**config.mk**
```make
export PLATFORM = sky130hd
export DESIGN_NAME = sbhc_root_cell
export DESIGN_NICKNAME = d
export VERILOG_FILES = /design/src/design/sbhc_pkg.sv /design/src/design/sbhc_root_cell.sv
export SDC_FILE = /design/constraint.sdc
export NUM_CORES = 1
export LEC_CHECK = 0
export BUFFER_PORTS_ARGS = -buffer_cell sky130_fd_sc_hd__buf_4
export CAP_MARGIN = 20
export CELL_PAD_IN_SITES_DETAIL_PLACEMENT = 0
export CELL_PAD_IN_SITES_GLOBAL_PLACEMENT = 1
export CORE_MARGIN = 10
export CORE_UTILIZATION = 41
export CTS_BUF_LIST = sky130_fd_sc_hd__clkbuf_2 sky130_fd_sc_hd__clkbuf_4 sky130_fd_sc_hd__clkbuf_8
export DETAILED_ROUTE_END_ITERATION = 16
export MAX_ROUTING_LAYER = met4
export PLACE_DENSITY = 0.9
export SKIP_LAST_GASP = 1
export SLEW_MARGIN = 10
export SYNTH_ARGS = -nofsm -noshare
export SYNTH_HDL_FRONTEND = slang
export SYNTH_SLANG_ARGS = --single-unit
```
**constraint.sdc**
```tcl
create_clock -name clock -period 8.3 [get_ports clock]
set_input_delay 0.83 -clock clock [delete_from_list [all_inputs] [get_ports clock]]
set_output_delay 0.83 -clock clock [all_outputs]
set_load 0.02 [all_outputs]
```
**src/design/sbhc_pkg.sv**
```systemverilog
// ============================================================================
// Spectrum bin heat-map color package
// Widths, band codes, colormap slopes and the divider stage payload type.
// ============================================================================
`default_nettype none

package sbhc_pkg;

   // Defaults for the top-level parameters.
   localparam int DEF_SAMPLE_WIDTH  = 24;
   localparam int DEF_FRACTION_BITS = 8;

   // Fixed field widths.
   localparam int FULL_SCALE_WIDTH = 16;
   localparam int FULL_SCALE_INT   = 35;
   localparam int MAG_WIDTH        = 24;
   localparam int COLOR_WIDTH      = 8;
   localparam int NUM_WIDTH        = 28;
   localparam int DEN_WIDTH        = FULL_SCALE_WIDTH + 1;
   localparam int TENTH_WIDTH      = FULL_SCALE_WIDTH + 4;
   localparam int BAND_WIDTH       = 3;

   // Register port.
   localparam int CSR_ADDR_WIDTH  = 3;
   localparam int CSR_DATA_WIDTH  = 32;
   localparam int CSR_INDEX_WIDTH = CSR_ADDR_WIDTH - 2;
   localparam logic [CSR_INDEX_WIDTH-1:0] REG_FULL_SCALE = '0;

   // Colormap bands.
   localparam logic [BAND_WIDTH-1:0] BAND_BLUE_CYAN    = 3'd0;
   localparam logic [BAND_WIDTH-1:0] BAND_CYAN_GREEN   = 3'd1;
   localparam logic [BAND_WIDTH-1:0] BAND_GREEN_YELLOW = 3'd2;
   localparam logic [BAND_WIDTH-1:0] BAND_YELLOW_RED   = 3'd3;
   localparam logic [BAND_WIDTH-1:0] BAND_RED          = 3'd4;

   localparam logic [COLOR_WIDTH-1:0] COLOR_MAX  = '1;
   localparam logic [COLOR_WIDTH-1:0] COLOR_ZERO = '0;

   // Band edges sit at one, three and six tenths of full scale.
   localparam logic [TENTH_WIDTH-1:0] TENTHS_SCALE = TENTH_WIDTH'(10);
   localparam logic [TENTH_WIDTH-1:0] EDGE_CYAN    = TENTH_WIDTH'(3);
   localparam logic [TENTH_WIDTH-1:0] EDGE_YELLOW  = TENTH_WIDTH'(6);

   // Slopes and offsets, scaled so every band numerator is an integer.
   // 255/0.1, 2*382.5, 255/0.3, 255 and 2*637.5.
   localparam logic [NUM_WIDTH-1:0] SLOPE_BLUE_CYAN     = NUM_WIDTH'(2550);
   localparam logic [NUM_WIDTH-1:0] OFFSET_CYAN_GREEN   = NUM_WIDTH'(765);
   localparam logic [NUM_WIDTH-1:0] SLOPE_GREEN_YELLOW  = NUM_WIDTH'(850);
   localparam logic [NUM_WIDTH-1:0] OFFSET_GREEN_YELLOW = NUM_WIDTH'(255);
   localparam logic [NUM_WIDTH-1:0] SLOPE_YELLOW_RED    = NUM_WIDTH'(1275);

   // Payload handed from one divider cell to the next. The low bits hold
   // the numerator bits still to be shifted in, and take the quotient bits.
   typedef struct packed {
      logic [DEN_WIDTH-1:0]   rem;
      logic [COLOR_WIDTH-1:0] bits;
      logic [DEN_WIDTH-1:0]   den;
      logic [MAG_WIDTH-1:0]   mag;
      logic [BAND_WIDTH-1:0]  band;
   } sbhc_div_type;

endpackage

`default_nettype wire

```
**src/design/sbhc_root_cell.sv**
```systemverilog
// ============================================================================
// Square root cell
// One digit-by-digit step of the integer square root: brings down two
// radicand bits, tries the next root bit and passes the result onward.
// ============================================================================
`default_nettype none

module sbhc_root_cell #(
   parameter int SAMPLE_WIDTH = sbhc_pkg::DEF_SAMPLE_WIDTH
) (
   input  logic                      clock,
   input  logic                      reset,
   input  logic                      up_valid,
   output logic                      up_stall,
   input  logic [2*SAMPLE_WIDTH-1:0] up_rad,
   input  logic [SAMPLE_WIDTH+1:0]   up_rem,
   input  logic [SAMPLE_WIDTH-1:0]   up_root,
   output logic                      dn_valid,
   input  logic                      dn_stall,
   output logic [2*SAMPLE_WIDTH-1:0] dn_rad,
   output logic [SAMPLE_WIDTH+1:0]   dn_rem,
   output logic [SAMPLE_WIDTH-1:0]   dn_root
);
   import sbhc_pkg::*;

   localparam int RAD_WIDTH = 2 * SAMPLE_WIDTH;
   localparam int CUR_WIDTH = SAMPLE_WIDTH + 4;

   logic                    valid_ff;
   logic                    valid_in;
   logic [RAD_WIDTH-1:0]    rad_ff;
   logic [RAD_WIDTH-1:0]    rad_in;
   logic [SAMPLE_WIDTH+1:0] rem_ff;
   logic [SAMPLE_WIDTH+1:0] rem_in;
   logic [SAMPLE_WIDTH-1:0] root_ff;
   logic [SAMPLE_WIDTH-1:0] root_in;
   logic [CUR_WIDTH-1:0]    current;
   logic [CUR_WIDTH-1:0]    trial;
   logic [CUR_WIDTH-1:0]    diff;
   logic                    take;
   logic                    load;

   // The cell holds its item while the next cell is full and stalled.
   assign up_stall = valid_ff && dn_stall;
   assign load     = up_valid && !up_stall;
   assign valid_in = up_stall ? valid_ff : up_valid;

   // Trial subtraction of 4*root+1 from the remainder with two new bits.
   always_comb begin
      current = {up_rem, up_rad[RAD_WIDTH-1 -: 2]};
      trial   = CUR_WIDTH'({up_root, 2'b01});
      diff    = current - trial;
      take    = (current >= trial);
      rem_in  = take ? diff[SAMPLE_WIDTH+1:0] : current[SAMPLE_WIDTH+1:0];
      root_in = {up_root[SAMPLE_WIDTH-2:0], take};
      rad_in  = {up_rad[RAD_WIDTH-3:0], 2'b00};
   end

   always_ff @(posedge clock) begin
      if (reset) begin
         valid_ff <= 1'b0;
      end else begin
         valid_ff <= valid_in;
      end
   end

   always_ff @(posedge clock) begin
      if (load) begin
         rad_ff  <= rad_in;
         rem_ff  <= rem_in;
         root_ff <= root_in;
      end
   end

   assign dn_valid = valid_ff;
   assign dn_rad   = rad_ff;
   assign dn_rem   = rem_ff;
   assign dn_root  = root_ff;

endmodule

`default_nettype wire

```
# == Word level (Yosys, flattened, before mapping) ==
# Cells that the tools add are included.
# W data, S select, Z words.
# totals
register_bits,97
in_bits,102
out_inout_bits,100
wordCells,10
# classes
n_addsub,1
order_cmp,1
muxes,1
n_reduce_logical,3
# ops
cell,n
$ge A28 B26 Y1,1
$mux W26,1
$sub A26 B26 Y26,1
$logic_and A1 B1 Y1,2
$logic_not A1 Y1,1

# == Longest topological paths before layout ==
# logic_depth
ltp_word,3
ltp_mapped,11
ltp_nobuf,10

# == Worst setup path after synthesis ==
# Ideal clock, no wire load.
# synth_path
path_kind,input to register
from,in dn_stall
to,"reg rad_ff[10] (netlist: dn_rad[10]), enable pin"
setup_ps,561
t_arrival_ps,5313
t_required_ps,7739
path_slack_ps,2426
stages,2
n_path_buf,0
cell_sequence,and2_1 -> nor2b_1
# synth_between
elab_chain_len,3
# synth_lines
item,line_no,source
start: declaration,sbhc_root_cell.sv:19,"input logic dn_stall,"
$logic_and A1 B1 Y1,sbhc_root_cell.sv:44,assign up_stall = valid_ff && dn_stall;
$logic_not A1 Y1,sbhc_root_cell.sv:45,assign load = up_valid && !up_stall;
$logic_and A1 B1 Y1,sbhc_root_cell.sv:45,
via load,sbhc_root_cell.sv:41,logic load;
end signal: assignment,sbhc_root_cell.sv:69,rad_ff <= rad_in;
end: declaration,sbhc_root_cell.sv:31,logic [RAD_WIDTH-1:0] rad_ff;
# The timed path passes the listed nets, and every way through them passes these cells.
# A chain may end at the register's enable or synchronous reset.

# == Worst setup path after layout ==
# layout_path
from,in up_root[0]
to,"reg rem_ff[23] (netlist: dn_rem[23]), data pin"
# layout_between
elab_chain_len,2
word_cells_on_any_way,3
cone_classes,add/sub (1); order compare (1); mux (1)
# layout_lines
item,line_no,source
start: declaration,sbhc_root_cell.sv:17,"input logic [SAMPLE_WIDTH-1:0] up_root,"
$sub A26 B26 Y26 or $ge A28 B26 Y1 (tied branches),"sbhc_root_cell.sv:52, sbhc_root_cell.sv:53",
$mux W26 (*),sbhc_root_cell.sv:54,rem_in = take ? diff[SAMPLE_WIDTH+1:0] : current[SAMPLE_WIDTH+1:0];
via rem_in[23],sbhc_root_cell.sv:34,logic [SAMPLE_WIDTH+1:0] rem_in;
end signal: assignment,sbhc_root_cell.sv:70,rem_ff <= rem_in;
end: declaration,sbhc_root_cell.sv:33,logic [SAMPLE_WIDTH+1:0] rem_ff;
# The timed path passes the listed nets; every way through them passes the cells marked *.

==> impl_summary.txt <==
----------------------------------------------------
[Outcome]
  Run status ... complete, no violations

[Placed design]
  Port Buffers ... 199
  Post-Place Cell Area ... 6392 um^2
  Final GP Congestion ... 0.7861
  Detailed Place HPWL ... 10.76 mm
  Total instance count after detailed placement ... 688
  Post-place setup slack ... 4.427 ns

[Yosys]
  Area share of the largest cell type after synthesis ... 60.49%
  Mean Syn Cell Area ... 13.62 um^2
  FFs w/ async S/R, synth ... 0%
  Number of storage elements in the synthesis netlist ... 97
  Summed instance area of the synthesized netlist ... 4766 um^2
  Warnings, synthesis ... 0
  Commonest cells in the synthesized netlist ... edfxtp_1, inv_1, ha_1
  Cell types with the largest area share after synthesis ... edfxtp_1, ha_1, mux2_4
  Synth area leader ... edfxtp_1
  Synthesized netlist cell count ... 350
  Top_reg_cell synth ... edfxtp_1
  Post-synth EDFFs ... 96
  Distinct cell type count after synthesis ... 51
  Most frequent cell after synthesis ... edfxtp_1
  Sequential-to-total area share from yosys stat ... 60.91%

[Setup path]
  Worst reg2reg startpoint ... dn_valid$_SDFFE_PP0N_
  Critical path buffer and inverter count ... 3
  Biggest cell delay along the critical path ... 0.42 ns
  Startpoint-to-endpoint class of the critical path ... in2reg
  Kind of launch point of the worst setup path ... input port
  Worst R2R End ... dn_root[21]$_DFFE_PP_
  Critical-path top delay cell ... o21ai_4
  Top delay family on crit path ... compound AO/OA/AOI/OAI gates
  Critical Path, Cell by Cell ... buf_4 -> inv_1 -> ha_1 -> nand2b_1 -> a211o_1 -> a21oi_2 -> o211ai_2 -> a31oi_2 -> nor2_2 -> o21ai_4 -> buf_16 -> mux2_4
  Endpoint required time on the critical path ... 8.42 ns
  Endpoint type of the worst setup path ... flop
  Logic depth of the worst register-to-register path ... 4
  Worst Path Max Fanout ... 17
  Setup slack on the worst flop-to-flop path ... 6.21 ns
  Data arrival time of the worst path ... 3.27 ns

[Die]
  DIE WIDTH ... 127.8 um
  Number of rows created at floorplan ... 39
  Number of top-level pins ... 202
  Die Area ... 16,340 um^2
  Placeable core region ... 11,420 um^2
  Initial Util ... 41.74%
  Height of the die ... 127.8 um

[Route]
  DRT antenna net count ... 0
  DR DRC count ... 0
  Vias post-DR ... 3,510
  Drt first-iter violations ... 193
  Routed Wire Length ... 13.28 mm
  Number of vias per cell ... 4.972
  Detail-routed net length per standard cell ... 18.81 um
  1st-pass router iterations ... 4

[Clock network]
  Post-cts sizing count ... 0
  Number of levels in the clock H-tree ... 3
  Clock tree root driver cell ... clkbuf_8
  Number of hold-repair buffers added at the cts stage ... 0
  Number of sinks on the clock net ... 97
  Bufs on Longest Clock Path ... 2
  Worst-path clk slew ... 0.09 ns
  Source-to-sink clock delay at the later pin of the worst-skew pair ... 0.36 ns
  Clock tree from TritonCTS ... done
  Clock buffer count from CTS ... 9
  Number of buffers inserted by post-CTS setup repair ... 0

[Global route]
  Gr ovfl total ... 0
  Global-route total usage across every layer ... 15.75%
  Pin count of the biggest net entering global routing ... 59
  Global-route wire length before repair ... 19.62 mm
  Number of antenna violations at the first check in global routing ... 0
  Number of global-route vias before repair ... 3,622

[Timing]
  Least setup slack across all paths after layout ... 5.150 ns
  Fmax ... 0.3175 GHz
  Headroom to the max-slew limit ... 53.30%
  Max Clock Skew ... 0.005145 ns
  Total negative slack for setup checks ... 0 ns
  Period utilisation layout ... 37.95%
  Setup repair after global routing missed its margin ... false
  Final hold violation count ... 0
  Number of max-slew violations in the final report ... 0
  Transition time at the pin with the least slew margin ... 0.7005 ns
  Fin crit period ... 3.150 ns
  # setup viols final ... 0

[Finish]
  Number of nets in the finished design ... 686
  Fraction of final layout cells with drive strength greater than 1 ... 44.05%
  Antenna diode count ... 0
  Synth-to-Final Area Change ... 39.43%
  Summed area of non-filler cells in the final layout ... 6645 um^2
  Number of non-filler instances in the completed layout ... 706

[Power and ir drop]
  Power per standard cell area ... 186.0 nW/um^2
  Leakage Power ... 2.982 nW
  Maximum ir drop on the vdd rail ... 0.1278 mV

[Worst hold path]
  Hold_sp ... reset
  Min-Delay Endpoint ... dn_valid$_SDFFE_PP0N_
  Type of the tightest min-delay check ... in2reg
  Number of cells on the worst hold path ... 2

[Flow run]
  Max Cap Viol ... 0

----------------------------------------------------
[worst register-to-register path, cell delays in order, from the launching register on]
cell and delay [ns]:
dfxtp_1 0.32, and2_1 0.19, nor2b_4 0.31, buf_12 0.25
buf_4 0.63
[cells by family (layout without fill, tap and decap cells)]
| group | after synthesis | count (layout) | synth area share [%] |
|---|---|---|---|
| buffers and inverters | 36 | 248 | 3.728 |
| AND/OR/NAND/NOR | 71 | 71 | 7.325 |
| XOR/XNOR | 23 | 23 | 4.227 |
| other | 1 | 2 | 0.07869 |
| AO/OA/AOI/OAI | 72 | 72 | 10.03 |
| adder cells (fa/ha/maj) | 26 | 26 | 6.826 |
| multiplexers | 24 | 24 | 6.878 |
| flip-flops | 97 | 97 | 60.91 |
[layout make-up]
type	count	area, um^2
sequential	97	2903
timing repair buffer	202	1549
inverter	30	112.6
tap	143	178.9
clock inverter	4	52.55
clock buffer	12	152.6
multi-input combinational	218	1697
fill	943	4773
[registers in the layout, indices dropped and copies added (netlist names)]
register	count
dn_rad	46
dn_rem	26
dn_root	24
dn_valid	1
[per-stage QoR]
stage	util, %	total power (W)	hold slack [ns]
floorplan	-	0.0008035	0.7858
global placement	55.98	0.0009215	0.6419
detailed placement	55.98	0.0009284	0.6983
CTS	57.78	0.001248	0.5886
global route	58.20	0.001293	0.5821
finish	58.20	0.001236	0.6129
[worst max path at each step]
stage                    start                    to  slack [ns]  depth (start not counted)
floorplan             dn_stall  dn_rad[10]$_DFFE_PP_        2.43                          2
finish              up_root[0]  dn_rem[23]$_DFFE_PP_        5.15                         12
global route        up_root[0]  dn_rem[17]$_DFFE_PP_        4.97                         12
detailed placement  up_root[0]   dn_rem[5]$_DFFE_PP_        4.43                         11
global placement     up_rem[0]   dn_rem[7]$_DFFE_PP_        4.48                         10
CTS                 up_root[0]   dn_rem[5]$_DFFE_PP_        4.82                         11
[per-layer routing]
| metal | share of wire [%] | GRT usage, % | vias to the layer above |
|---|---|---|---|
| met5 | 0 | - | - |
| met4 | 1.4 | 4.437 | 0 |
| met3 | 8.8 | 5.583 | 16 |
| met2 | 50 | 26.58 | 145 |
| met1 | 40 | 17.19 | 1641 |
| li1 | - | - | 1708 |
[cells in the final DEF (no fill, tap or decap), types with 4 or more instances in the layout]
cell | synthesis | final
buf_4 | 2 | 200
edfxtp_1 | 96 | 96
inv_1 | 30 | 30
ha_1 | 26 | 26
nand2_1 | 21 | 21
a21oi_1 | 21 | 21
nor2_1 | 18 | 18
mux2_4 | 16 | 16
o21ai_0 | 15 | 15
xnor2_1 | 13 | 13
xor2_1 | 10 | 10
clkbuf_8 | 0 | 10
a21o_1 | 6 | 6
nor3_1 | 6 | 6
a211oi_1 | 6 | 6
mux2_2 | 6 | 6
and2_1 | 4 | 4
[power breakdown]
group / internal, W / switching [W] / leakage, nW
logic: 0.000154 / 0.000164 / 1.94
registers: 0.000588 / 0.0000109 / 0.936
clock network: 0.000156 / 0.000162 / 0.108
(Power assumes the default switching activity.)
