`src/design/sbhc_pkg.sv`:
```
// ============================================================================
// Spectrum bin heat-map color package
// Widths, band codes, colormap slopes and the divider stage payload type.
// ============================================================================
`default_nettype none

package sbhc_pkg;

   // Defaults for the top-level parameters.
   localparam int DEF_SAMPLE_WIDTH  = 24;
   localparam int DEF_FRACTION_BITS = 8;

   // Fixed field widths.
   localparam int FULL_SCALE_WIDTH = 16;
   localparam int FULL_SCALE_INT   = 35;
   localparam int MAG_WIDTH        = 24;
   localparam int COLOR_WIDTH      = 8;
   localparam int NUM_WIDTH        = 28;
   localparam int DEN_WIDTH        = FULL_SCALE_WIDTH + 1;
   localparam int TENTH_WIDTH      = FULL_SCALE_WIDTH + 4;
   localparam int BAND_WIDTH       = 3;

   // Register port.
   localparam int CSR_ADDR_WIDTH  = 3;
   localparam int CSR_DATA_WIDTH  = 32;
   localparam int CSR_INDEX_WIDTH = CSR_ADDR_WIDTH - 2;
   localparam logic [CSR_INDEX_WIDTH-1:0] REG_FULL_SCALE = '0;

   // Colormap bands.
   localparam logic [BAND_WIDTH-1:0] BAND_BLUE_CYAN    = 3'd0;
   localparam logic [BAND_WIDTH-1:0] BAND_CYAN_GREEN   = 3'd1;
   localparam logic [BAND_WIDTH-1:0] BAND_GREEN_YELLOW = 3'd2;
   localparam logic [BAND_WIDTH-1:0] BAND_YELLOW_RED   = 3'd3;
   localparam logic [BAND_WIDTH-1:0] BAND_RED          = 3'd4;

   localparam logic [COLOR_WIDTH-1:0] COLOR_MAX  = '1;
   localparam logic [COLOR_WIDTH-1:0] COLOR_ZERO = '0;

   // Band edges sit at one, three and six tenths of full scale.
   localparam logic [TENTH_WIDTH-1:0] TENTHS_SCALE = TENTH_WIDTH'(10);
   localparam logic [TENTH_WIDTH-1:0] EDGE_CYAN    = TENTH_WIDTH'(3);
   localparam logic [TENTH_WIDTH-1:0] EDGE_YELLOW  = TENTH_WIDTH'(6);

   // Slopes and offsets, scaled so every band numerator is an integer.
   // 255/0.1, 2*382.5, 255/0.3, 255 and 2*637.5.
   localparam logic [NUM_WIDTH-1:0] SLOPE_BLUE_CYAN     = NUM_WIDTH'(2550);
   localparam logic [NUM_WIDTH-1:0] OFFSET_CYAN_GREEN   = NUM_WIDTH'(765);
   localparam logic [NUM_WIDTH-1:0] SLOPE_GREEN_YELLOW  = NUM_WIDTH'(850);
   localparam logic [NUM_WIDTH-1:0] OFFSET_GREEN_YELLOW = NUM_WIDTH'(255);
   localparam logic [NUM_WIDTH-1:0] SLOPE_YELLOW_RED    = NUM_WIDTH'(1275);

   // Payload handed from one divider cell to the next. The low bits hold
   // the numerator bits still to be shifted in, and take the quotient bits.
   typedef struct packed {
      logic [DEN_WIDTH-1:0]   rem;
      logic [COLOR_WIDTH-1:0] bits;
      logic [DEN_WIDTH-1:0]   den;
      logic [MAG_WIDTH-1:0]   mag;
      logic [BAND_WIDTH-1:0]  band;
   } sbhc_div_type;

endpackage

`default_nettype wire

```
`src/design/sbhc_div_cell.sv`:
```
// ============================================================================
// Divider cell
// One restoring division step: shifts in a numerator bit, subtracts the
// denominator when it fits and shifts the quotient bit in at the bottom.
// ============================================================================
`default_nettype none

module sbhc_div_cell (
   input  logic                  clock,
   input  logic                  reset,
   input  logic                  up_valid,
   output logic                  up_stall,
   input  sbhc_pkg::sbhc_div_type up_data,
   output logic                  dn_valid,
   input  logic                  dn_stall,
   output sbhc_pkg::sbhc_div_type dn_data
);
   import sbhc_pkg::*;

   logic                 valid_ff;
   logic                 valid_in;
   sbhc_div_type         data_ff;
   sbhc_div_type         data_in;
   logic [DEN_WIDTH:0]   trial;
   logic [DEN_WIDTH:0]   divisor;
   logic [DEN_WIDTH:0]   diff;
   logic                 take;
   logic                 load;

   // The cell holds its item while the next cell is full and stalled.
   assign up_stall = valid_ff && dn_stall;
   assign load     = up_valid && !up_stall;
   assign valid_in = up_stall ? valid_ff : up_valid;

   // The partial remainder stays below the denominator between steps.
   always_comb begin
      trial        = {up_data.rem, up_data.bits[COLOR_WIDTH-1]};
      divisor      = {1'b0, up_data.den};
      diff         = trial - divisor;
      take         = (trial >= divisor);
      data_in      = up_data;
      data_in.rem  = take ? diff[DEN_WIDTH-1:0] : trial[DEN_WIDTH-1:0];
      data_in.bits = {up_data.bits[COLOR_WIDTH-2:0], take};
   end

   always_ff @(posedge clock) begin
      if (reset) begin
         valid_ff <= 1'b0;
      end else begin
         valid_ff <= valid_in;
      end
   end

   always_ff @(posedge clock) begin
      if (load) begin
         data_ff <= data_in;
      end
   end

   assign dn_valid = valid_ff;
   assign dn_data  = data_ff;

endmodule

`default_nettype wire

```
`config.mk`:
```
export PLATFORM = sky130hd
export DESIGN_NAME = sbhc_div_cell
export DESIGN_NICKNAME = d
export VERILOG_FILES = /design/src/design/sbhc_pkg.sv /design/src/design/sbhc_div_cell.sv
export SDC_FILE = /design/constraint.sdc
export NUM_CORES = 1
export LEC_CHECK = 0
export BUFFER_PORTS_ARGS = -buffer_cell sky130_fd_sc_hd__buf_2
export CORE_MARGIN = 1.5
export CORE_UTILIZATION = 43
export CTS_CLUSTER_SIZE = 28
export DETAILED_ROUTE_END_ITERATION = 8
export PLACE_DENSITY = 0.83
export SLEW_MARGIN = 10
export SYNTH_ARGS = -nofsm -noshare
export SYNTH_HDL_FRONTEND = slang
export SYNTH_SLANG_ARGS = --single-unit
export TNS_END_PERCENT = 20
```
`constraint.sdc`:
```
create_clock -name clock -period 4.35 [get_ports clock]
set_clock_uncertainty 0.1 [all_clocks]
set_input_delay 0 -clock clock [delete_from_list [all_inputs] [get_ports clock]]
set_output_delay 0 -clock clock [all_outputs]
set_load 0.02 [all_outputs]
```
== Word level (Yosys, flattened, before mapping) ==
Index checks and enable logic that the tools add are counted.
Storage, ports and cells
  logic and storage cells: 12
  output and inout port bits: 71
  input port bits: 73
  register bits after elaboration: 70
Operators by class
  multiplexer cells: 1
  add/sub/neg operators: 1
  order comparisons: 1
  reductions and logical operators: 3
Operators with widths (count)
  $ge 18x17->1: 1
  $mux 17: 1
  $sub 17x17->17: 1
  $logic_and 1x1->1: 2
  $logic_not 1->1: 1

== Longest topological paths before layout ==
Gate-level depths: netlist (run 1).
  depth after elaboration: 3
  mapped depth: 12
  depth with buffers taken out: 11

== Worst setup path after synthesis (run 1) ==
Ideal clock, no wire load.
  path kind: register -> register
  start point: register valid_ff (netlist: dn_valid)
  end point: register data_ff (netlist bit dn_data[0]), enable pin
  path buffers: 0
  cell stages (with the launch flop): 3
  arrival: 3.682 ns
  clock period less this slack: 4.285 ns
  data required time: 3.747 ns
  setup slack: 0.065 ns
  cells stage by stage: dfxtp_1 and2_1 nor2b_1
Between the ends
  longest elaborated chain between the ends: 3
RTL lines
  start, declared: line sbhc_div_cell.sv:20  | logic valid_ff;
  start signal, assigned: line sbhc_div_cell.sv:50  | valid_ff <= valid_in;
  $logic_and 1x1->1: line sbhc_div_cell.sv:31  | assign up_stall = valid_ff && dn_stall;
  named net up_stall: line sbhc_div_cell.sv:12  | output logic up_stall,
  $logic_not 1->1: line sbhc_div_cell.sv:32  | assign load = up_valid && !up_stall;
  $logic_and 1x1->1: line sbhc_div_cell.sv:32
  named net load: line sbhc_div_cell.sv:28  | logic load;
  end signal, assigned: line sbhc_div_cell.sv:56  | data_ff <= data_in;
  end, declared: line sbhc_div_cell.sv:22  | sbhc_div_type data_ff;
The timed path passes the listed nets, and every way through them passes these cells.
A chain may end at the register's enable or synchronous reset.

==> metrics.cfg, run 1 <==
[clock_tree]
cts_tree = built
postCtsSetupRepairBufs = 0
clk_latency_ns = 0.35
cts_buffers = 9
cts_htree_levels = 3
clockRootBuffer = clkbuf_8
clk_pin_slew_ns = 0.07
clkSinkCount = 70
cts.path.max_buffers = 2

[layout]
fin_area_um2 = 5050
final_nets = 541
final_util_pct = 68.9
drive_above_1_share_pct = 40.0
area_growth_pct = 53.4

[power_and_ir_drop]
p_total_mw = 1.82
power.leakage_nw = 2.23
powerDensity_nw_per_um2 = 361
peakVddDrop_mv = 0.175

[hold_path]
hp-class = in -> reg
holdPathStages = 4

[floorplan]
die_w_um = 90.5
die_y_um = 90.5
initial_core_util_pct = 44.9
std_cell_rows = 31
ioPinCount = 144
core-area_um2 = 7330
die_area_um2 = 8200

[global_routing]
grtUsageMet3_pct = 8.50
grt_pass1_vias = 2944
grt.overflow.total = 0
grt_start_max_net_pins = 70
grt_pass1_wl_um = 15400
global_route.peak_usage_layer = met2
grt_util_met1_pct = 26.0
grt_util_met2_pct = 45.6
antenna_found_initial = 1
groute.usage.overall_pct = 24.7

[setup_path]
ff2ff_path_depth = 3
crit_type = in -> reg
start_kind = input port
critPathCaptureType = flop
critical_path_arrival_ns = 2.77
worstPathRequired_ns = 4.35
cp_max_fo = 10

[timing]
fmax_mhz = 360
period_needed_ns = 2.78
drv_slew = 0
max_slew_margin_pct = 43.9
hold_violations = 0
fin_crit_sh_pct = 63.8
tns_ns = 0
worst_pin_slew_ns = 0.842
rsz0062_at_grt = no
finalSetupViolations = 0

[logic_synthesis]
ys_types = 46
ys_ff_latch = 70
netlist_area_um2 = 3290
synth_commonest_cells = edfxtp_1, inv_1, ha_1
yosysMostFrequentCell = edfxtp_1
synth.area.top_cells = edfxtp_1, ha_1, mux2_4
async_flop_share_pct = 0
yosysSeqAreaShare_pct = 63.5
syn-instance-count = 226
yosysTopAreaCellShare_pct = 62.9
ys_warn_count = 0
synth_flop_cell = edfxtp_1
yosysTopAreaCell = edfxtp_1
syn_nets = 317
synth-edff-count = 69
post_synth.cell_area_avg_um2 = 14.6

[placement]
gp_routability_congestion = 0.813
dp_hpwl_um = 5720
port_buffers = 143
place_area_um2 = 4130

[flow_run]
drv_cap = 0

[routing]
vias = 2800
wl_um = 9890
wire_per_inst_um = 17.8
drc = 0
vias_per_cell = 5.05
drtIter0Drc = 176
dr.pass1.iters = 6
ant_nets = 0

[status]
outcome = finished clean

==> metal layers <==
layer | share of wire [%] | vias up | wire length (um)
met2 | 54 | 164 | 5290
met3 | 7.9 | 16 | 782
met5 | 0 | - | 0
li1 | - | 1301 | -
met1 | 37 | 1319 | 3640
met4 | 1.8 | 0 | 176
==> worst max-delay path, cell delays in order <==
cell and delay, ns:
dlygate4sd3_1 0.53, buf_2 0.13, inv_1 0.07, ha_1 0.17
inv_1 0.06, fa_1 0.40, a21oi_1 0.24, or3_4 0.18
a21oi_4 0.06, o21bai_4 0.23, and2_4 0.31, inv_12 0.07
mux2_4 0.30
==> path summary, 6_finish.rpt <==
kind | end | slack, ns | startpoint
worst min-delay path | dn_data[66]$_DFFE_PP_ | 0.10 | up_data[68]
worst max register to register | dn_data[37]$_DFFE_PP_ | 2.56 | dn_valid$_SDFFE_PP0N_
worst min register to register | dn_data[16]$_DFFE_PP_ | 1.15 | dn_valid$_SDFFE_PP0N_
worst max-delay path | dn_data[56]$_DFFE_PP_ | 1.57 | up_data[51]
==> stage by stage <==
step                hold WS, ns  setup WS, ns  std cells
finish                    0.103          1.57        555
global route              0.137          1.46        555
CTS                       0.100          1.63        554
detailed placement       0.0690          1.85        468
global placement         0.0562          1.91        468
floorplan               -0.0276        0.0646        226
==> registers in the layout, indices dropped and copies added, names as in the netlist <==
| name | count |
|---|---|
| dn_valid | 1 |
| dn_data | 69 |
==> timing repair <==
| action | in CTS | in global routing |
|---|---|---|
| endpoints found under the setup margin | 0 | 0 |
| hold buffers | 70 | 0 |
| resized for setup | 0 | 0 |
| hold endpoints to repair | 69 | 0 |
==> cell usage in the layout (no fill, tap or decap), types with 7 or more instances in the layout <==
master,instances
clkbuf_8,9
ha_1,17
nand3_1,7
inv_1,22
dlygate4sd3_1,70
nor2_1,8
xnor2_1,8
a21oi_1,13
nand2_1,9
edfxtp_1,69
o21ai_0,7
mux2_4,10
buf_2,143
==> cell families after synthesis <==
group	Yosys count	synth area share, %
xor gates and xnor gates	11	2.92
adders and majority gates	18	7.06
DFF	70	63.5
muxes	11	4.86
and+or+nand+nor	45	7.33
AOI/OAI and AO/OA	47	10.7
buffers and inverters	24	3.61
==> power by group <==
group	leakage [nW]	total (mW)	switching, mW	internal [mW]
Clock	0.103	0.588	0.264	0.324
Combinational	1.45	0.415	0.226	0.188
Sequential	0.676	0.821	0.0149	0.807
Total	2.23	1.82	0.505	1.32
==> layout make-up <==
cell class | instances | area, um2
Antenna cell | 1 | 2.50
Clock buffer | 9 | 124
Clock inverter | 7 | 96.3
Fill cell | 446 | 2280
Inverter | 23 | 98.8
Multi-Input combinational cell | 132 | 1090
Sequential cell | 70 | 2090
Tap cell | 99 | 124
Timing Repair Buffer | 214 | 1420
(Power assumes the default switching activity.)
==> run 2, diff against run 1 <==
Settings changed: CORE_UTILIZATION 43 to 47, PLACE_DENSITY 0.83 to 0.85.
Clock period 4.35 ns to 2.7 ns, I/O delays scaled along.
==> run 2 against run 1 <==
Against the previous run:
- count of clock-buffer cells in the layout grew 1
- critical path depth shrank 1
- flip-flop and latch count is the same
- largest power group unchanged
==> metrics.cfg, run 2 (same netlist as run 1, synthesis figures left out) <==
[layout]
most-common-layout-cells = buf_2, dlygate4sd3_1, edfxtp_1  ; unchanged
final_cells = 557  ; was 555
drive_above_1_share_pct = 41.4  ; was 40.0%
layout_commonest_cell = buf_2  ; unchanged
n_antenna_cell = 0  ; was 1
final_nets = 547  ; was 541
area_growth_pct = 53.6  ; was 53.4%
largest_reg_flops = 69  ; unchanged

[routing]
dr.pass1.iters = 5  ; was 6
drtIter0Drc = 465  ; was 176
wl_um = 11300  ; was 9890 um
ant_nets = 0  ; unchanged
vias_per_cell = 5.51  ; was 5.05
drc = 0  ; unchanged
vias = 3068  ; was 2800
wire_per_inst_um = 20.2  ; was 17.8 um

[timing]
period_needed_ns = 2.68
hold_violations = 0  ; unchanged
finalSetupViolations = 0  ; unchanged
worst_pin_slew_ns = 0.517  ; was 0.842 ns
drv_slew = 0  ; unchanged
fmax_mhz = 373
fin_crit_sh_pct = 99.3
max_slew_margin_pct = 65.2  ; was 43.9%

[clock_tree]
clk_pin_slew_ns = 0.08  ; was 0.07 ns
clk_latency_ns = 0.36  ; was 0.35 ns
cts_htree_levels = 3  ; unchanged
cts_tree = built  ; unchanged
cts_buffers = 9  ; unchanged
cts.path.max_buffers = 2  ; unchanged
clockRootBuffer = clkbuf_8  ; unchanged
clkSinkCount = 70  ; unchanged

[setup_path]
cp_slowest_cell = dlygate4sd3_1  ; unchanged
critPathCaptureType = flop  ; unchanged
worst_path_largest_cell_delay_ns = 0.54  ; was 0.53 ns
crit_chain = dlygate4sd3_1 > buf_2 > ha_1 > inv_1 > fa_1 > a21oi_2 > or3_4 > a21oi_4 > o21bai_4 > and2_4 > inv_12 > mux2_4  ; was dlygate4sd3_1 > buf_2 > inv_1 > ha_1 > inv_1 > fa_1 > a21oi_1 > or3_4 > a21oi_4 > o21bai_4 > and2_4 > inv_12 > mux2_4
worstPathRequired_ns = 2.71  ; was 4.35 ns
cp_max_fo = 10  ; unchanged
crit_type = in -> reg  ; unchanged
critical_path_arrival_ns = 2.69  ; was 2.77 ns
start_kind = input port  ; unchanged

[placement]
port_buffers = 143  ; unchanged
dp_hpwl_um = 5510  ; was 5720 um
dp_cells = 465  ; was 468
gp_routability_congestion = 0.828  ; was 0.813

[global_routing]
grt.overflow.total = 0  ; unchanged
grt_start_max_net_pins = 70  ; unchanged
grt_pass1_wl_um = 16400  ; was 15400 um
grt_pass1_vias = 3103  ; was 2944
antenna_found_initial = 0  ; was 1
groute.usage.overall_pct = 29.7  ; was 24.7%

[power_and_ir_drop]
peakVddDrop_mv = 0.269  ; was 0.175 mV
p_total_mw = 2.81  ; was 1.82 mW
powerDensity_nw_per_um2 = 555  ; was 361 nW/um2
power.leakage_nw = 2.25  ; was 2.23 nW

[floorplan]
die_y_um = 86.7  ; was 90.5 um
die_area_um2 = 7520  ; was 8200 um2
ioPinCount = 144  ; unchanged
std_cell_rows = 30  ; was 31
initial_core_util_pct = 48.5  ; was 44.9%
die_w_um = 86.7  ; was 90.5 um
core-area_um2 = 6790  ; was 7330 um2

[hold_path]
hp-class = in -> reg  ; unchanged

[flow_run]
drv_cap = 0  ; unchanged

[status]
outcome = finished clean  ; unchanged

==> run 2: cell count changes in the layout (fill, tap and decap cells not counted), sizes merged <==
cell    before  now
buf        144  150
bufinv       2    0
clkinv       2    4
clkbuf       9   10
diode        1    0
inv         24   23
==> run 2: worst max-delay path: cells and delay by family <==
| family | cells | cell delay, ns |
|---|---|---|
| AO/OA/AOI/OAI | 3 | 0.49 |
| adder cells (fa/ha/maj) | 2 | 0.60 |
| buffers and inverters | 4 | 0.80 |
| multiplexers | 1 | 0.31 |
| AND/OR/NAND/NOR | 2 | 0.47 |
==> run 2: final cells by class <==
| cell class | count | area (um2) |
|---|---|---|
| repair buffers | 220 | 1480 |
| inverters | 23 | 98.8 |
| well taps | 96 | 120 |
| clock inverters | 6 | 38.8 |
| clock buffers | 10 | 128 |
| fillers | 371 | 1730 |
| multi-input cells | 132 | 1100 |
| flip-flops and latches | 70 | 2090 |
==> run 2: through the flow <==
step	hold WS, ns	util [%]	setup slack [ns]	area [um2]	setup TNS, ns
6_report	0.115	74.5	0.0198	5060	0
5_1_grt	0.150	74.5	-0.0268	5060	-0.158
4_1_cts	0.0803	73.7	0.0622	5000	0
3_5_place_dp	0.0630	60.9	0.230	4140	0
3_3_place_gp	0.0571	60.9	0.264	4140	0
2_1_floorplan	-0.0276	-	0.487	3300	0
==> run 2: routing by layer <==
metal	global-route usage, %	routed length [um]
met3	9.43	1320
met2	49.2	5350
met4	18.5	614
met5	0	0
met1	33.4	3980
==> run 2: repair_timing <==
action / 4_1_cts / 5_1_grt
setup endpoints to repair: 0 / 10
setup buffers: 0 / 6
hold buffers: 70 / 0
gates resized for setup: 0 / 3
hold endpoints to repair: 69 / 0
==> run 2: power by group <==
group / switching, mW / internal, mW
Sequential: 0.0262 / 1.30
Clock: 0.439 / 0.330
Combinational: 0.398 / 0.319
Total: 0.863 / 1.95
==> run 2: final timing paths <==
check,from,to,slack [ns],cells after the start
worst max-delay path,up_data[27],dn_data[58]$_DFFE_PP_,0.02,12
worst max register to register,dn_valid$_SDFFE_PP0N_,dn_valid$_SDFFE_PP0N_,1.23,4
worst min-delay path,up_data[68],dn_data[66]$_DFFE_PP_,0.11,4
worst min register to register,dn_valid$_SDFFE_PP0N_,dn_data[26]$_DFFE_PP_,0.95,3
