**config.mk**
```make
export PLATFORM = sky130hd
export DESIGN_NAME = sbhc_band
export DESIGN_NICKNAME = d
export VERILOG_FILES = /design/src/design/sbhc_pkg.sv /design/src/design/sbhc_band.sv
export SDC_FILE = /design/constraint.sdc
export NUM_CORES = 1
export LEC_CHECK = 0
export BUFFER_PORTS_ARGS = -buffer_cell sky130_fd_sc_hd__buf_2
export CAP_MARGIN = 20
export CORE_MARGIN = 1.5
export CORE_UTILIZATION = 44
export CTS_BUF_LIST = sky130_fd_sc_hd__clkbuf_8
export CTS_CLUSTER_SIZE = 20
export DETAILED_ROUTE_END_ITERATION = 7
export PLACE_DENSITY = 0.6
export SLEW_MARGIN = 20
export SYNTH_ARGS = -nofsm -noshare
export SYNTH_HDL_FRONTEND = slang
export SYNTH_SLANG_ARGS = --single-unit
```
**constraint.sdc**
```tcl
create_clock -name clock -period 26.4 [get_ports clock]
set_input_delay 1.32 -clock clock [delete_from_list [all_inputs] [get_ports clock]]
set_output_delay 1.32 -clock clock [all_outputs]
set_load 0.005 [all_outputs]
```
**src/design/sbhc_pkg.sv**
```systemverilog
// ============================================================================
// Spectrum bin heat-map color package
// Widths, band codes, colormap slopes and the divider stage payload type.
// ============================================================================
`default_nettype none

package sbhc_pkg;

   // Defaults for the top-level parameters.
   localparam int DEF_SAMPLE_WIDTH  = 24;
   localparam int DEF_FRACTION_BITS = 8;

   // Fixed field widths.
   localparam int FULL_SCALE_WIDTH = 16;
   localparam int FULL_SCALE_INT   = 35;
   localparam int MAG_WIDTH        = 24;
   localparam int COLOR_WIDTH      = 8;
   localparam int NUM_WIDTH        = 28;
   localparam int DEN_WIDTH        = FULL_SCALE_WIDTH + 1;
   localparam int TENTH_WIDTH      = FULL_SCALE_WIDTH + 4;
   localparam int BAND_WIDTH       = 3;

   // Register port.
   localparam int CSR_ADDR_WIDTH  = 3;
   localparam int CSR_DATA_WIDTH  = 32;
   localparam int CSR_INDEX_WIDTH = CSR_ADDR_WIDTH - 2;
   localparam logic [CSR_INDEX_WIDTH-1:0] REG_FULL_SCALE = '0;

   // Colormap bands.
   localparam logic [BAND_WIDTH-1:0] BAND_BLUE_CYAN    = 3'd0;
   localparam logic [BAND_WIDTH-1:0] BAND_CYAN_GREEN   = 3'd1;
   localparam logic [BAND_WIDTH-1:0] BAND_GREEN_YELLOW = 3'd2;
   localparam logic [BAND_WIDTH-1:0] BAND_YELLOW_RED   = 3'd3;
   localparam logic [BAND_WIDTH-1:0] BAND_RED          = 3'd4;

   localparam logic [COLOR_WIDTH-1:0] COLOR_MAX  = '1;
   localparam logic [COLOR_WIDTH-1:0] COLOR_ZERO = '0;

   // Band edges sit at one, three and six tenths of full scale.
   localparam logic [TENTH_WIDTH-1:0] TENTHS_SCALE = TENTH_WIDTH'(10);
   localparam logic [TENTH_WIDTH-1:0] EDGE_CYAN    = TENTH_WIDTH'(3);
   localparam logic [TENTH_WIDTH-1:0] EDGE_YELLOW  = TENTH_WIDTH'(6);

   // Slopes and offsets, scaled so every band numerator is an integer.
   // 255/0.1, 2*382.5, 255/0.3, 255 and 2*637.5.
   localparam logic [NUM_WIDTH-1:0] SLOPE_BLUE_CYAN     = NUM_WIDTH'(2550);
   localparam logic [NUM_WIDTH-1:0] OFFSET_CYAN_GREEN   = NUM_WIDTH'(765);
   localparam logic [NUM_WIDTH-1:0] SLOPE_GREEN_YELLOW  = NUM_WIDTH'(850);
   localparam logic [NUM_WIDTH-1:0] OFFSET_GREEN_YELLOW = NUM_WIDTH'(255);
   localparam logic [NUM_WIDTH-1:0] SLOPE_YELLOW_RED    = NUM_WIDTH'(1275);

   // Payload handed from one divider cell to the next. The low bits hold
   // the numerator bits still to be shifted in, and take the quotient bits.
   typedef struct packed {
      logic [DEN_WIDTH-1:0]   rem;
      logic [COLOR_WIDTH-1:0] bits;
      logic [DEN_WIDTH-1:0]   den;
      logic [MAG_WIDTH-1:0]   mag;
      logic [BAND_WIDTH-1:0]  band;
   } sbhc_div_type;

endpackage

`default_nettype wire

```
**src/design/sbhc_band.sv**
```systemverilog
// ============================================================================
// Colormap band stage
// Places the magnitude in one of the five bands against full scale and sets
// up the numerator and denominator for the channel that changes.
// ============================================================================
`default_nettype none

module sbhc_band #(
   parameter int SAMPLE_WIDTH = sbhc_pkg::DEF_SAMPLE_WIDTH
) (
   input  logic                                   clock,
   input  logic                                   reset,
   input  logic [sbhc_pkg::FULL_SCALE_WIDTH-1:0]  full_scale,
   input  logic                                   up_valid,
   output logic                                   up_stall,
   input  logic [SAMPLE_WIDTH-1:0]                up_root,
   output logic                                   dn_valid,
   input  logic                                   dn_stall,
   output sbhc_pkg::sbhc_div_type                 dn_data
);
   import sbhc_pkg::*;

   localparam int CMP_WIDTH =
      (SAMPLE_WIDTH > FULL_SCALE_WIDTH) ? SAMPLE_WIDTH : FULL_SCALE_WIDTH;

   logic                        valid_ff;
   logic                        valid_in;
   sbhc_div_type                data_ff;
   sbhc_div_type                data_in;
   logic                        below_full;
   logic [FULL_SCALE_WIDTH-1:0] m_short;
   logic [TENTH_WIDTH-1:0]      m_tenths;
   logic [TENTH_WIDTH-1:0]      f_one;
   logic [TENTH_WIDTH-1:0]      f_three;
   logic [TENTH_WIDTH-1:0]      f_six;
   logic [NUM_WIDTH-1:0]        m_num;
   logic [NUM_WIDTH-1:0]        f_num;
   logic [NUM_WIDTH-1:0]        num;
   logic [DEN_WIDTH-1:0]        den;
   logic [BAND_WIDTH-1:0]       band;
   logic                        load;

   assign up_stall = valid_ff && dn_stall;
   assign load     = up_valid && !up_stall;
   assign valid_in = up_stall ? valid_ff : up_valid;

   // Band select. Below full scale the magnitude fits the register width.
   always_comb begin
      below_full = (CMP_WIDTH'(up_root) < CMP_WIDTH'(full_scale));
      m_short    = FULL_SCALE_WIDTH'(up_root);
      m_tenths   = TENTH_WIDTH'(m_short) * TENTHS_SCALE;
      f_one      = TENTH_WIDTH'(full_scale);
      f_three    = f_one * EDGE_CYAN;
      f_six      = f_one * EDGE_YELLOW;
      if (!below_full) begin
         band = BAND_RED;
      end else if (m_tenths < f_one) begin
         band = BAND_BLUE_CYAN;
      end else if (m_tenths < f_three) begin
         band = BAND_CYAN_GREEN;
      end else if (m_tenths < f_six) begin
         band = BAND_GREEN_YELLOW;
      end else begin
         band = BAND_YELLOW_RED;
      end
   end

   // Numerator and denominator of the changing channel. Every band keeps
   // the quotient within eight bits.
   always_comb begin
      m_num = NUM_WIDTH'(m_short);
      f_num = NUM_WIDTH'(full_scale);
      case (band)
         BAND_BLUE_CYAN: begin
            num = m_num * SLOPE_BLUE_CYAN;
            den = DEN_WIDTH'(full_scale);
         end
         BAND_CYAN_GREEN: begin
            num = f_num * OFFSET_CYAN_GREEN - m_num * SLOPE_BLUE_CYAN;
            den = {full_scale, 1'b0};
         end
         BAND_GREEN_YELLOW: begin
            num = m_num * SLOPE_GREEN_YELLOW - f_num * OFFSET_GREEN_YELLOW;
            den = DEN_WIDTH'(full_scale);
         end
         BAND_YELLOW_RED: begin
            num = (f_num - m_num) * SLOPE_YELLOW_RED;
            den = {full_scale, 1'b0};
         end
         default: begin
            num = '0;
            den = DEN_WIDTH'(1);
         end
      endcase
      data_in.rem  = DEN_WIDTH'(num >> COLOR_WIDTH);
      data_in.bits = num[COLOR_WIDTH-1:0];
      data_in.den  = den;
      data_in.mag  = MAG_WIDTH'(up_root);
      data_in.band = band;
   end

   always_ff @(posedge clock) begin
      if (reset) begin
         valid_ff <= 1'b0;
      end else begin
         valid_ff <= valid_in;
      end
   end

   always_ff @(posedge clock) begin
      if (load) begin
         data_ff <= data_in;
      end
   end

   assign dn_valid = valid_ff;
   assign dn_data  = data_ff;

endmodule

`default_nettype wire

```
* After elaboration in Yosys (flattened, before gate mapping)
Cells that the tools add are included.
Widths: inputs -> output; s select.
** Word-level totals
- Register bits after elaboration :: 70
- Bits of input ports :: 44
- Word-level logic and storage cells :: 36
** Cells by class
- Add/subtract/negate cells :: 3
- $mul :: 8
- Order comparisons :: 4
- Equal/unequal tests :: 3
- Muxes and demuxes :: 6
- Reductions and logical operators :: 6
** Operators with widths (number)
- $pmux 25 s4 :: 1
- $mul 16x2->18 const B :: 2
- $pmux 17 s2 :: 1
- $mul 16x10->25 const B :: 1
- $mul 17x12->25 const B :: 1
- $sub 25x24->25 :: 1
- $sub 25x25->25 :: 1
- $lt 24x16->1 :: 1
- $mul 16x11->24 const B :: 1
- $mul 16x8->24 const B :: 1
- $mul 16x9->24 const B :: 1
- $lt 20x16->1 :: 1
- $lt 20x18->1 :: 1
- $lt 20x19->1 :: 1
- $mul 16x3->19 const B :: 1
- $sub 16x16->17 :: 1
- $eq 3x2->1 const B :: 2
- $mux 2 :: 2
- $reduce_or 2->1 :: 2
- $eq 3x1->1 const B :: 1
- $logic_not 3->1 :: 1
- $mux 3 :: 1
- $logic_and 1x1->1 :: 2
- $logic_not 1->1 :: 1
- $mux 1 :: 1

* Logic depth before layout (Yosys ltp)
Gate-level depths: netlist (run 1).
- Depth after elaboration :: 9
- Mapped depth :: 38
- Gate-level depth less buffers :: 38

* Least setup slack after synthesis (run 1)
Ideal clock, no wire load.
- Kind :: input port to flip-flop
- Start point :: in up_root[3]
- End point :: reg data_ff (netlist bit dn_data[67]) (data pin)
- Library setup time :: 263 ps
- Arrival :: 9439 ps
- Path slack :: 16697 ps
- Cell stages on the path :: 34
- Cells stage by stage :: ha_1 > inv_1 > fa_1 > inv_1 > ha_1 > fa_1 > inv_1 > fa_1 > inv_1 > ha_1 > o21a_1 > a2111oi_0 > nor3_1 > a21oi_1 > xnor2_1 > inv_1 > ha_1 > inv_1 > fa_1 > fa_1 > fa_1 > fa_1 > inv_1 > ha_1 > a21o_1 > a21o_1 > a21oi_1 > nand2b_1 > o211ai_1 > a21oi_1 > a21o_1 > a21oi_1 > xnor2_1 > a2111o_1
** Between the ends
- Word-level cells in the longest chain between the ends :: 8
- Elaborated cells on any way between the ends :: 20
- Classes of those cells :: add/sub: 3; mul: 4; order compare: 4; eq/ne: 3; mux: 5; reduce/logical: 1
** Ends and longest elaborated chain
- start, declared :: RTL line sbhc_band.sv:16 : input logic [SAMPLE_WIDTH-1:0] up_root,
- $mul 16x3->19 :: RTL line sbhc_band.sv:51 : m_tenths = TENTH_WIDTH'(m_short) * TENTHS_SCALE;
- $lt 20x19->1 :: RTL line sbhc_band.sv:61 : end else if (m_tenths < f_six) begin
- $mux 1 :: RTL line sbhc_band.sv:61
- $mux 2 :: RTL line sbhc_band.sv:59 : end else if (m_tenths < f_three) begin
- $mux 2 :: RTL line sbhc_band.sv:57 : end else if (m_tenths < f_one) begin
- $mux 3 :: RTL line sbhc_band.sv:55 : if (!below_full) begin
- $eq 3x2->1 (tied with other cells) :: RTL line sbhc_band.sv:73 : case (band)
- $pmux 25 s4 (*) :: RTL line sbhc_band.sv:73
- via num[23] :: RTL line sbhc_band.sv:38 : logic [NUM_WIDTH-1:0] num;
- end signal, assigned :: RTL line sbhc_band.sv:112 : data_ff <= data_in;
- end, declared :: RTL line sbhc_band.sv:28 : sbhc_div_type data_ff;
Mark *: on every way through the listed nets, which the timed path passes. The rest lies on a longest branch.
A chain may end at the register's enable or synchronous reset.

* Final worst setup path (run 1)
- Start point :: in up_root[0]
- End point :: reg data_ff (netlist bit dn_data[68]) (data pin)
Same word-level chain as after synthesis.

==> flow_summary.json, run 1 <==
{
  "ys_seq_area_frac": 0.0876,
  "track_usage": 0.262,
  "ctsHtreeMaxLevel": 3,
  "clockBufferDepth": 2,
  "cts.sink_count": 70,
  "cp_num_buf_inv": 8,
  "cts_setup_buffers": 0,
  "fill_cells": 5098,
  "layout-drive-gt1-share": 0.0695,
  "tritoncts": "done",
  "postRouteAntennaNets": 0,
  "die_w_um": 236,
  "antenna_found_initial": 3,
  "totalWireLength_mm": 69.8,
  "detailedPlace.worstSlack_ps": 15070,
  "synth_top_cell_area_share": 0.323,
  "grt_pass1_vias": 18900,
  "utilization": 0.476,
  "area_growth_pct": 7.01,
  "setup_tns_ps": 0,
  "hpwl_mm": 59.1,
  "dieArea_um2": 55700,
  "synth_area_um2": 23900,
  "critical_path_class": "in2reg",
  "tightestPinTransition_ps": 1100,
  "hold_violations": 0,
  "synth_nets": 3358,
  "use_met1": 0.358,
  "synthFlopType": "edfxtp_1",
  "critPathMaxStageDelay_ps": 720,
  "grt_use_met2": 0.442,
  "clkLatencyLatePin_ps": 440,
  "seq_area_um2": 2090,
  "rows": 85,
  "synth.area.top_cells": "fa_1 32%, ha_1 24%, inv_1 11%",
  "ios": 115,
  "critPathArrivalTime_ps": 11270,
  "drv_cap": 0,
  "finClkSkew_ps": 25.6,
  "period_share": 0.416,
  "root_buffer": "clkbuf_8",
  "clk_pin_slew_ps": 110,
  "overflow": 0,
  "fin_crit_ps": 10990,
  "max_freq_ghz": 0.0910,
  "yosysMostFrequentCell": "inv_1",
  "worst_setup_path_end_kind": "flip-flop",
  "cp.required_ps": 26680,
  "routed_via_density": 5.36,
  "syn_inst": 2476,
  "yosysWarnings": 0,
  "start_kind": "input pin",
  "synth_edf_count": 69,
  "setup_viol": 0,
  "reg2reg_setup_slack_ps": 24570,
  "cp_top_family": "adder cells",
  "drv_slew": 0,
  "cp_max_fo": 18,
  "synth_top_cell_by_area": "fa_1",
  "hold_buffers": 0,
  "synth_seq_cells": 70,
  "ctsResizeCount": 0,
  "syn_avg_cell_area_um2": 9.64,
  "dpl_cell_area_um2": 25300,
  "yosys-top-cells-count": "671 x inv_1, 453 x ha_1, 385 x fa_1",
  "first_iter_violations": 1149,
  "grt_pass1_wl_mm": 111,
  "core_um2": 53700,
  "top_usage_layer": "met2",
  "wire_per_inst_um": 21.1,
  "grt_max_degree": 70,
  "numPortBuffers": 114,
  "synthArstFlopShare": 0,
  "grt_setup_unrepaired": "no",
  "vias": 17700,
  "hold_class": "reg2reg",
  "synth_cell_types": 83,
  "final_area_um2": 25500,
  "multiInputGateArea_um2": 19200,
  "initial_utilization": 0.445,
  "route.detailed.drc": 0,
  "first_pass_iters": 6,
  "timing.final.ws_setup_ps": 15410,
  "place.gp.congestion": 0.935,
  "cts_buffers": 9,
  "status": "finished, final reports clean",
  "relSlewSlack": 0.264,
  "nets": 3480,
  "grt_util_met3": 0.0262,
  "cp_slowest_cell": "nor3_1",
  "die_h_um": 236
}
==> worst min-delay path, cell delays in order, from the launching register on <==
cell	delay, ps
dfxtp_1	320
and2_1	170
nor2_1	90
nor2_1	50
==> routing by layer <==
layer / up-vias / wire (µm)
met2: 438 / 33300
met3: 84 / 3260
met5: - / 20
met4: 2 / 1730
li1: 8285 / -
met1: 8884 / 31500
==> cells in the final DEF, fill, tap and decap left out, types with 5 or more instances in the layout <==
master | Yosys | final
inv_1 | 671 | 671
a211oi_1 | 12 | 11
nor2b_1 | 13 | 12
nand4_1 | 10 | 10
a222oi_1 | 10 | 10
or3_1 | 15 | 15
ha_1 | 453 | 453
o2111ai_1 | 8 | 8
nand2_1 | 68 | 68
o21ai_0 | 64 | 64
o31ai_1 | 7 | 7
clkbuf_8 | 0 | 9
fa_1 | 385 | 385
and2_1 | 6 | 6
nor3_1 | 40 | 40
nor2_1 | 62 | 62
a21o_1 | 40 | 40
nand3_1 | 25 | 25
or2_2 | 12 | 12
o21bai_1 | 18 | 18
o211ai_1 | 12 | 12
a31o_2 | 7 | 7
a2111oi_0 | 8 | 8
o21ai_1 | 16 | 16
buf_4 | 3 | 10
a21oi_1 | 109 | 109
buf_2 | 4 | 114
nand2b_1 | 26 | 26
xor2_1 | 50 | 50
o21a_1 | 28 | 28
xnor2_1 | 92 | 92
a31oi_1 | 11 | 11
and3_1 | 12 | 12
edfxtp_1 | 69 | 69
nor4_1 | 5 | 5
a22o_1 | 17 | 17
==> registers in the layout (all words and copies together), names as in the netlist <==
signal / flops
dn_data: 69
dn_valid: 1
==> per-stage QoR <==
step,hold slack [ps],cells
final,664,3300
after detailed placement,665,3283
after global placement,632,3283
after CTS,680,3299
after floorplan,624,2476
after global routing,743,3300
==> cells by family after synthesis <==
| group | after synthesis | synth area share |
|---|---|---|
| and+or+nand+nor | 313 | 0.0679 |
| xor gates and xnor gates | 144 | 0.0542 |
| buffers and inverters | 684 | 0.109 |
| adders and majority gates | 838 | 0.560 |
| AOI/OAI and AO/OA | 426 | 0.121 |
| other | 1 | 0.000157 |
| DFF | 70 | 0.0876 |
==> cell type report <==
| type | count | area share |
|---|---|---|
| Antenna cell | 1 | 0.0000979 |
| Clock buffer | 9 | 0.00485 |
| Clock inverter | 7 | 0.00382 |
| Inverter | 671 | 0.0986 |
| Multi-Input combinational cell | 1722 | 0.751 |
| Sequential cell | 70 | 0.0819 |
| Tap cell | 696 | 0.0341 |
| Timing Repair Buffer | 124 | 0.0253 |
==> final timing paths <==
check / startpoint / end / cells after the start
max: up_root[0] / dn_data[68] / 35
min: dn_valid / dn_valid / 3
max reg2reg: dn_valid / dn_data[60] / 3
min reg2reg: dn_valid / dn_valid / 3
Power of run 1 is left out: the tool's default activity adds up to more than one toggle a clock period on the data nets, which glitch-free logic cannot reach.
==> run 2: changes to the inputs <==
clock period = 11.18 ns   (was 26.4 ns; I/O delays follow)
==> run 2 against run 1 <==
Net effect:
- final cell count grew 0.33%
- register-to-register slack got worse by 15000 ps
- critical endpoint unchanged
- largest cell class unchanged
- non-clock buffer count is 11 higher
- via count rose by 0.83%
- worst setup slack worse by 14000 ps
- first-iteration DRC count shrank 1.5%
- worst hold slack worse by 360 ps
- highest routed layer is now met4
- sequential share of layout area about the same
- critical path depth unchanged
- global-route usage increased by 0.17 points
- flip-flop and latch count unchanged
==> flow_summary.json, run 2 (synthesis gave the netlist of run 1 again) <==
{
  "cp_max_fo": 12,
  "ctsResizeCount": 0,
  "wire_per_inst_um": 21.2,
  "routed_via_density": 5.39,
  "cts_buffers": 9,
  "cp_top_family": "adder cells",
  "critical_path_class": "in2reg",
  "initial_utilization": 0.445,
  "grt_pass1_vias": 19200,
  "rows": 85,
  "hpwl_mm": 59.2,
  "start_kind": "input pin",
  "numPortBuffers": 114,
  "route.detailed.drc": 0,
  "die_h_um": 236,
  "clkLatencyLatePin_ps": 430,
  "setup_viol": 0,
  "drv_cap": 0,
  "hold_buffers": 0,
  "setup_tns_ps": 0,
  "crit_path_frequent_cell": "fa_1",
  "cp_slowest_cell": "fa_1",
  "postRouteAntennaNets": 0,
  "antenna_found_initial": 1,
  "place.gp.congestion": 0.938,
  "tightestPinTransition_ps": 1010,
  "first_pass_iters": 6,
  "critPathArrivalTime_ps": 10060,
  "root_buffer": "clkbuf_8",
  "hold_violations": 0,
  "die_w_um": 236,
  "critPathMaxStageDelay_ps": 570,
  "core_um2": 53700,
  "vias": 17800,
  "grt_setup_unrepaired": "no",
  "cp_num_buf_inv": 9,
  "largest_register_ffs": 69,
  "worst_setup_path_end_kind": "flip-flop",
  "clockBufferDepth": 2,
  "layout-drive-gt1-share": 0.0735,
  "status": "finished, final reports clean",
  "period_share": 0.886,
  "nets": 3491,
  "grt_max_degree": 53,
  "ios": 115,
  "drv_slew": 0,
  "cts.sink_count": 70,
  "relSlewSlack": 0.322,
  "track_usage": 0.263,
  "final_cell_mix": "671 x inv_1, 453 x ha_1, 385 x fa_1, 114 x buf_2, 109 x a21oi_1",
  "finClkSkew_ps": 25.8,
  "fin_crit_ps": 9910,
  "grt_pass1_wl_mm": 112,
  "cts_setup_buffers": 0,
  "max_freq_ghz": 0.101,
  "hold_class": "in2reg",
  "cp.required_ps": 11340,
  "final_common_cell": "inv_1",
  "totalWireLength_mm": 70.2,
  "ctsHtreeMaxLevel": 3,
  "tritoncts": "done",
  "clk_pin_slew_ps": 90,
  "overflow": 0,
  "dieArea_um2": 55700,
  "area_growth_pct": 7.22,
  "first_iter_violations": 1132
}
## run 2: layer usage
| metal | share of wire | GRT usage | wire [µm] |
|---|---|---|---|
| met4 | 0.034 | 0.0891 | 2400 |
| met1 | 0.44 | 0.361 | 31200 |
| met5 | 0 | 0 | 0 |
| met3 | 0.051 | 0.0238 | 3580 |
| met2 | 0.47 | 0.438 | 33000 |
## run 2: worst reg2reg max path: stages (launching register included)
cell and delay (ps):
dfxtp_1 310, and2_1 180, nor2b_4 460, buf_4 690
## run 2: layout make-up
type | count | area, µm²
antenna | 1 | 2.50
clock buffer | 9 | 124
clock inverter | 7 | 65.1
fill | 5085 | 28100
inverter | 671 | 2520
multi-input combinational | 1722 | 19200
sequential | 70 | 2090
tap | 696 | 871
timing repair buffer | 135 | 728
## run 2: metrics by stage
step | setup slack [ps] | util | cells | hold WS [ps] | instance area, µm²
detailed placement | 978 | 0.473 | 3294 | 659 | 25400
global placement | 904 | 0.473 | 3294 | 630 | 25400
global route | 768 | 0.477 | 3311 | 298 | 25600
CTS | 1410 | 0.477 | 3310 | 277 | 25600
finish | 1270 | 0.477 | 3311 | 300 | 25600
floorplan | 2240 | - | 2476 | 624 | 23900
## run 2: final timing paths
check | slack [ps] | to | start | depth (start not counted)
setup reg to reg | 9090 | dn_data[57] | dn_valid | 3
setup / recovery | 1270 | dn_data[68] | up_root[5] | 35
hold reg to reg | 670 | dn_valid | dn_valid | 3
hold / removal | 300 | dn_valid | reset | 2
Power of run 2 is left out for the same reason.
